File: config.mk
export PLATFORM = sky130hd
export DESIGN_NAME = binary_to_decimal_ascii
export DESIGN_NICKNAME = d
export VERILOG_FILES = /design/src/hw/rtl/b2da_pkg.sv /design/src/hw/rtl/b2da_dabble.sv /design/src/hw/rtl/binary_to_decimal_ascii.sv
export SDC_FILE = /design/constraint.sdc
export NUM_CORES = 1
export LEC_CHECK = 0
export BUFFER_PORTS_ARGS = -buffer_cell sky130_fd_sc_hd__buf_2
export CAP_MARGIN = 5
export CORE_MARGIN = 8
export CORE_UTILIZATION = 54
export CTS_CLUSTER_DIAMETER = 100
export DETAILED_ROUTE_END_ITERATION = 7
export GPL_ROUTABILITY_DRIVEN = 0
export PLACE_DENSITY = 0.78
export SKIP_LAST_GASP = 1
export SYNTH_ARGS = -nofsm -noshare
export SYNTH_HDL_FRONTEND = slang
export SYNTH_HIERARCHICAL = 1
export SYNTH_SLANG_ARGS = --single-unit
File: constraint.sdc
create_clock -name clk -period 3.55 [get_ports clk]
set_input_delay 0.1775 -clock clk [delete_from_list [all_inputs] [get_ports clk]]
set_output_delay 0.1775 -clock clk [all_outputs]
set_load 0.01 [all_outputs]
File: src/hw/rtl/b2da_pkg.sv
package b2da_pkg;

  localparam int ValueWidth = 32;
  localparam int NumDigits  = 10;
  localparam int BcdWidth   = 4 * NumDigits;
  localparam int CharWidth  = 6;
  localparam int StepWidth  = $clog2(ValueWidth);
  localparam int IdxWidth   = $clog2(NumDigits);

  localparam logic [CharWidth-1:0] AsciiZero = CharWidth'(48);
  localparam logic [3:0]           AddLimit  = 4'd5;
  localparam logic [3:0]           AddFix    = 4'd3;

  typedef logic [BcdWidth-1:0]   bcd_t;
  typedef logic [ValueWidth-1:0] value_t;

endpackage

File: src/hw/rtl/b2da_dabble.sv
module b2da_dabble
  import b2da_pkg::*;
(
  input  bcd_t bcd,
  input  logic bit_in,
  output bcd_t bcd_next
);

  bcd_t fixed;

  // add three to every digit of five or more, then shift in one bit
  always_comb begin
    for (int i = 0; i < NumDigits; i++) begin
      if (bcd[4*i +: 4] >= AddLimit) begin
        fixed[4*i +: 4] = bcd[4*i +: 4] + AddFix;
      end else begin
        fixed[4*i +: 4] = bcd[4*i +: 4];
      end
    end
    bcd_next = {fixed[BcdWidth-2:0], bit_in};
  end

endmodule

File: src/hw/rtl/binary_to_decimal_ascii.sv
// channel   direction  handshake            ports
// ------    ---------  -------------------  ---------------------------------
// input     in         start & !busy        value
// result    out        strobe (one cycle)   digit_char, last
//
// an accepted value first runs the shift-add-3 steps on the shared digit unit, then the
// digits are swept, with a strobe on digits past the leading zeros and on the units digit.
// busy drops with the last character, so a new value can be taken as soon as it is shown.
// rst is synchronous and clears the sequencer and the strobe.
// the receiver cannot stall; every character is shown for one cycle only.
module binary_to_decimal_ascii
  import b2da_pkg::*;
(
  input  logic                 clk,
  input  logic                 rst,
  input  logic                 start,
  input  logic [31:0]          value,
  output logic                 busy,
  output logic                 strobe,
  output logic [CharWidth-1:0] digit_char,
  output logic                 last
);

  typedef enum logic [1:0] {
    IDLE,
    CONV,
    EMIT
  } state_t;

  state_t                state;
  value_t                bin;
  bcd_t                  bcd;
  bcd_t                  bcd_next;
  logic [StepWidth-1:0]  step;
  logic [IdxWidth-1:0]   idx;
  logic                  seen;
  logic [3:0]            top_digit;

  b2da_dabble u_dabble (
    .bcd      (bcd),
    .bit_in   (bin[ValueWidth-1]),
    .bcd_next (bcd_next)
  );

  assign top_digit = bcd[BcdWidth-1 -: 4];
  assign busy      = (state != IDLE);

  always_ff @(posedge clk) begin
    if (rst) begin
      state  <= IDLE;
      seen   <= 1'b0;
      strobe <= 1'b0;
    end else begin
      unique case (state)
        IDLE: begin
          strobe <= 1'b0;
          if (start) begin
            bin   <= value;
            bcd   <= '0;
            step  <= '0;
            state <= CONV;
          end
        end
        CONV: begin
          strobe <= 1'b0;
          bcd    <= bcd_next;
          bin    <= {bin[ValueWidth-2:0], 1'b0};
          step   <= step + 1'b1;
          if (step == StepWidth'(ValueWidth - 1)) begin
            idx   <= IdxWidth'(NumDigits - 1);
            seen  <= 1'b0;
            state <= EMIT;
          end
        end
        EMIT: begin
          // leading zeros are dropped, but the units digit always goes out
          if (top_digit != 4'd0 || seen || idx == '0) begin
            strobe     <= 1'b1;
            digit_char <= AsciiZero + {{(CharWidth-4){1'b0}}, top_digit};
            last       <= (idx == '0);
            seen       <= 1'b1;
          end else begin
            strobe <= 1'b0;
          end
          bcd <= {bcd[BcdWidth-5:0], 4'd0};
          idx <= idx - 1'b1;
          if (idx == '0) begin
            state <= IDLE;
          end
        end
        default: begin
          strobe <= 1'b0;
          state  <= IDLE;
        end
      endcase
    end
  end

endmodule

==> results.json, run 1 <==
{
  "status": "completed",
  "endpoint_kind": "flip-flop",
  "clock_latency_ps": 360,
  "startpoint": "state[1]",
  "netlist_instances": 431,
  "synth_top_area_cell": "edfxtp_1",
  "globalRouteMet1Util_pct": 18.5,
  "utilization_pct": 60.7,
  "clock-root-buffer": "clkbuf_8",
  "worst_ep_arrival_time_ps": 2380,
  "cts_tree": "yes",
  "nFillCells": 736,
  "clock-skew-final_ps": 7.76,
  "ys_types": 31,
  "worstPathMaxFanout": 50,
  "drt-initial-drc-count": 259,
  "rows": 35,
  "leakagePower_nw": 2.05,
  "die_w_um": 113,
  "critical_path.top_delay_family": "buffers and inverters",
  "cpMaxStageDelayCell": "ha_2",
  "fp.dieH_um": 113,
  "powerDensity_nw_per_um2": 578,
  "yosysWarnings": 6,
  "avgSynthCellArea_um2": 11.7,
  "grt_max_degree": 51,
  "die_area_um2": 12700,
  "stdcell_count": 583,
  "setup_slack_ps": 1280,
  "cts_setup_buffers": 0,
  "grt_pass1_wl_mm": 14.3,
  "worstPathCellList": "inv_1 -> ha_2 -> buf_4 -> mux2_2",
  "met2_usage_pct": 20.8,
  "synthArstFlopShare_pct": 0,
  "post_cts_resized": 0,
  "hold_viol": 0,
  "netlist_area_um2": 5030,
  "drtPass1Iterations": 4,
  "portBuffers": 41,
  "rsz0062_at_grt": "false",
  "syn_to_final_growth_pct": 10.4,
  "fin_crit_sh_pct": 63.8,
  "ir_drop_uv": 340,
  "dpl_cell_area_um2": 5330,
  "finalMaxSlewViolations": 0,
  "fmax_ghz": 0.441,
  "antenna_found_initial": 0,
  "met3_usage_pct": 3.92,
  "slew-limit-headroom_pct": 52.0,
  "ys_top_cells_by_count": "86 x edfxtp_1, 44 x nand2_1, 40 x nor2b_1",
  "critPathKind": "reg2reg",
  "critPathMaxStageDelay_ps": 620,
  "wl_per_cell_um": 14.4,
  "synth_seq_cells": 90,
  "setup_tns_ps": 0,
  "crit_buf_inv": 2,
  "final_area_um2": 5560,
  "grt_pass1_vias": 3081,
  "synth_ff_type": "edfxtp_1",
  "boundaryPins": 44,
  "hpwl_mm": 5.72,
  "gr-usage-all-layers_pct": 13.9,
  "drv_cap": 0,
  "synth-edff-count": 86,
  "rr_startpoint": "state[1]",
  "numCtsBuffers": 9,
  "core_um2": 9150,
  "finalWirelength_mm": 8.39,
  "diodes": 0,
  "cp-start-kind": "flip-flop",
  "post-place-cells": 567,
  "vias": 3146,
  "max_slew.worst_pin.slew_ps": 715,
  "crit_required_ps": 3660,
  "nNetsFinal": 528,
  "synth.most_common_cell": "edfxtp_1",
  "htree_levels": 3,
  "vias_per_cell": 5.40,
  "drc": 0,
  "dpl_worst_slack_ps": 1280,
  "grt_busiest_layer": "met2",
  "start_util_pct": 55.0,
  "ys_seq_area_share_pct": 52.9,
  "clock_sinks": 90,
  "clk_path_buf_depth": 2,
  "finalSetupViolations": 0,
  "globalRouteOverflowTotal": 0,
  "hold_path.class": "in2reg",
  "synth_top_cell_area_share_pct": 51.3,
  "drive_gt1_share_pct": 23.3,
  "synth_area_leaders": "edfxtp_1 51%, mux2_2 6.9%, ha_1 6.5%",
  "ant_nets": 0,
  "clk_pin_slew_worst_paths_ps": 90,
  "cts_hold_buffers": 0,
  "period_needed_ps": 2270,
  "worstHoldStart": "value[15]"
}
## registers in the layout, summed over array words and instances (netlist names)
name	count
last	1
idx	4
strobe	1
bcd	40
bin	32
step	5
digit_char	4
seen	1
state	2
## area by class of cell
class	count	area (um2)	share of cell area (%)
clock buffer	10	138	2.48
clock inverter	6	88.8	1.60
inverter	26	97.6	1.76
multi-input combinational	294	2190	39.4
sequential	90	2660	47.9
tap	111	139	2.50
timing repair buffer	46	243	4.37
## logic make-up (layout without fill, tap and decap cells)
group	count (synthesis)	count (layout)	share of synthesized area (%)
buffers and inverters	48	88	4.15
adders and majority gates	26	26	6.47
muxes	43	43	9.33
AOI/OAI and AO/OA	72	72	9.97
and+or+nand+nor	137	137	14.6
DFF	90	90	52.9
other	1	2	0.0745
xor gates and xnor gates	14	14	2.44
## per-stage QoR
stage / total power [mW] / hold slack (ps)
floorplan: 2.27 / 373
global placement: 2.43 / 475
detailed placement: 2.47 / 477
CTS: 3.25 / 102
global route: 3.40 / 99.2
finish: 3.21 / 113
## where the power goes
group / total [mW] / switching, mW / internal (mW)
clock network: 0.778 / 0.361 / 0.417
logic: 0.926 / 0.501 / 0.425
registers: 1.51 / 0.115 / 1.39
total: 3.21 / 0.976 / 2.23
## cells in the final DEF (no fill, tap or decap), drive strengths merged, types with 4 or more instances in the layout
cell type / count
nor3: 4
edfxtp: 86
xnor2: 13
nor2b: 40
buf: 46
inv: 27
mux2i: 12
nor2: 13
a22oi: 36
ha: 26
clkbuf: 10
dfxtp: 4
and2: 8
mux2: 31
a21oi: 12
nand2b: 23
o21ai: 21
nand2: 44
## path summary, 6_finish.rpt
kind / to / slack (ps) / cells past startpoint
setup / recovery: bin[23] / 1280 / 4
hold / removal: bin[15] / 110 / 2
setup reg to reg: bin[23] / 1280 / 4
hold reg to reg: digit_char[1] / 500 / 0
## layer usage
layer / up-vias / wire length, um
met5: - / 0
met1: 1481 / 4110
met3: 10 / 438
li1: 1592 / -
met2: 63 / 3720
met4: 0 / 129
Power figures use the tool's default switching activity.
==> inputs of run 2 (changes only) <==
==> constraint.sdc (replaced) <==
create_clock -name clk -period 2 [get_ports clk]
set_input_delay 0.1 -clock clk [delete_from_list [all_inputs] [get_ports clk]]
set_output_delay 0.1 -clock clk [all_outputs]
set_load 0.01 [all_outputs]
==> results.json, run 2 (synthesized netlist as in run 1, its figures left out) <==
{
  "status": "completed",
  "worstHoldStart": "value[0]",
  "critPathKind": "reg2reg",
  "leakagePower_nw": 2.08,
  "holdWs_ps": 48.0,
  "hpwl_mm": 6.07,
  "finalPower_mw": 5.73,
  "p_int_mw": 3.99,
  "post_cts_resized": 0,
  "startpoint": "step[0]",
  "p_sw_mw": 1.74,
  "die_w_um": 113,
  "utilization_pct": 61.3,
  "fin_crit_sh_pct": 85.7,
  "core_um2": 9150,
  "cp-start-kind": "flip-flop",
  "gr-usage-all-layers_pct": 14.6,
  "syn_to_final_growth_pct": 11.6,
  "critPathMaxStageDelay_ps": 420,
  "diodes": 0,
  "start_util_pct": 55.0,
  "finalMaxSlewViolations": 0,
  "most-common-layout-cells": "86 x edfxtp_1, 43 x nand2_1, 41 x buf_2",
  "largest_reg_flops": 40,
  "rsz0062_at_grt": "false",
  "ir_drop_uv": 529,
  "crit_buf_inv": 0,
  "critical_path.top_delay_family": "adder cells",
  "drtPass1Iterations": 4,
  "ff2ff_setup_slack_ps": 290,
  "path_common_cell": "ha_1",
  "grt_pass1_wl_mm": 15.2,
  "largest_registers": "bcd x40, bin x32, step x5",
  "endpoint_kind": "flip-flop",
  "period_needed_ps": 1710,
  "clock_sinks": 90,
  "worstPathCellList": "ha_1 -> and3_1 -> ha_1 -> mux2i_1 -> nor2_1",
  "wl_per_cell_um": 15.0,
  "cts_tree": "yes",
  "nFillCells": 744,
  "setup_tns_ps": 0,
  "powerDensity_nw_per_um2": 1020,
  "comb_power_share_pct": 30.6,
  "crit_required_ps": 2090,
  "hold_viol": 0,
  "rows": 35,
  "globalRouteOverflowTotal": 0,
  "fmax_ghz": 0.583,
  "r2r-end": "idx[2]",
  "holdPathEnd": "bin[0]",
  "clock-skew-final_ps": 8.42,
  "multi_input_area_um2": 2200,
  "rr_startpoint": "step[0]",
  "regMostFlops": "bcd",
  "vias": 3231,
  "clock_latency_ps": 350,
  "ant_nets": 0,
  "holdPathStages": 2,
  "vias_per_cell": 5.52,
  "switching_share_pct": 30.4,
  "nNetsFinal": 530,
  "die_area_um2": 12700,
  "p_clk_share_pct": 22.7,
  "grt_max_degree": 66,
  "boundaryPins": 44,
  "cts_hold_buffers": 0,
  "finalWirelength_mm": 8.76,
  "cts_setup_buffers": 0,
  "reg2reg_depth": 5,
  "fp.dieH_um": 113,
  "numCtsBuffers": 9,
  "drc": 0,
  "grt_pass1_vias": 3361,
  "drive_gt1_share_pct": 24.1,
  "clk_path_buf_depth": 2,
  "finalSetupViolations": 0,
  "antenna_found_initial": 0,
  "hold_path.class": "in2reg",
  "cpMaxStageDelayCell": "edfxtp_1",
  "drt-initial-drc-count": 126,
  "clk_pin_slew_worst_paths_ps": 80,
  "layout_commonest_cell": "edfxtp_1",
  "portBuffers": 41,
  "clock-root-buffer": "clkbuf_8",
  "pwr-share-seq_pct": 46.7,
  "htree_levels": 3,
  "seq_area_um2": 2670,
  "drv_cap": 0,
  "worstPathMaxFanout": 4,
  "worst_ep_arrival_time_ps": 1810
}
-- run 2: area by class of cell --
| class | count | share of cell area [%] |
|---|---|---|
| Clock buffer | 10 | 2.27 |
| Clock inverter | 6 | 1.45 |
| Inverter | 26 | 1.74 |
| Multi-Input combinational cell | 294 | 39.1 |
| Sequential cell | 90 | 47.5 |
| Tap cell | 111 | 2.47 |
| Timing Repair Buffer | 48 | 5.48 |
-- run 2: worst max-delay path by stage --
stage / endpoint / slack (ps) / cells past startpoint
final: idx[2] / 290 / 5
after global routing: idx[0] / 150 / 5
after CTS: idx[0] / 280 / 5
after detailed placement: idx[0] / 300 / 5
after global placement: idx[3] / 350 / 5
after floorplan: bin[0] / -1 / 7
-- run 2: metrics by stage --
step | cell area, um2 | instances | worst slack, ps
after floorplan | 5100 | 432 | -1.09
after global placement | 5410 | 569 | 345
after detailed placement | 5410 | 569 | 300
after CTS | 5610 | 585 | 280
after global routing | 5610 | 585 | 153
final | 5610 | 585 | 286
-- run 2: power by group through the flow --
stage	sequential, mW	clock, mW	combinational (mW)
floorplan	2.66	0	1.43
global placement	2.71	0	1.69
detailed placement	2.72	0	1.77
CTS	2.68	1.35	1.77
global route	2.72	1.40	1.95
finish	2.68	1.30	1.75
-- run 2: layer usage --
layer / vias to the layer above / GRT usage [%] / share of wire, %
met5: - / 0 / 0
met4: 0 / 5.85 / 1.5
met3: 13 / 5.05 / 7.0
met2: 66 / 24.0 / 48
met1: 1558 / 17.2 / 44
li1: 1594 / - / -
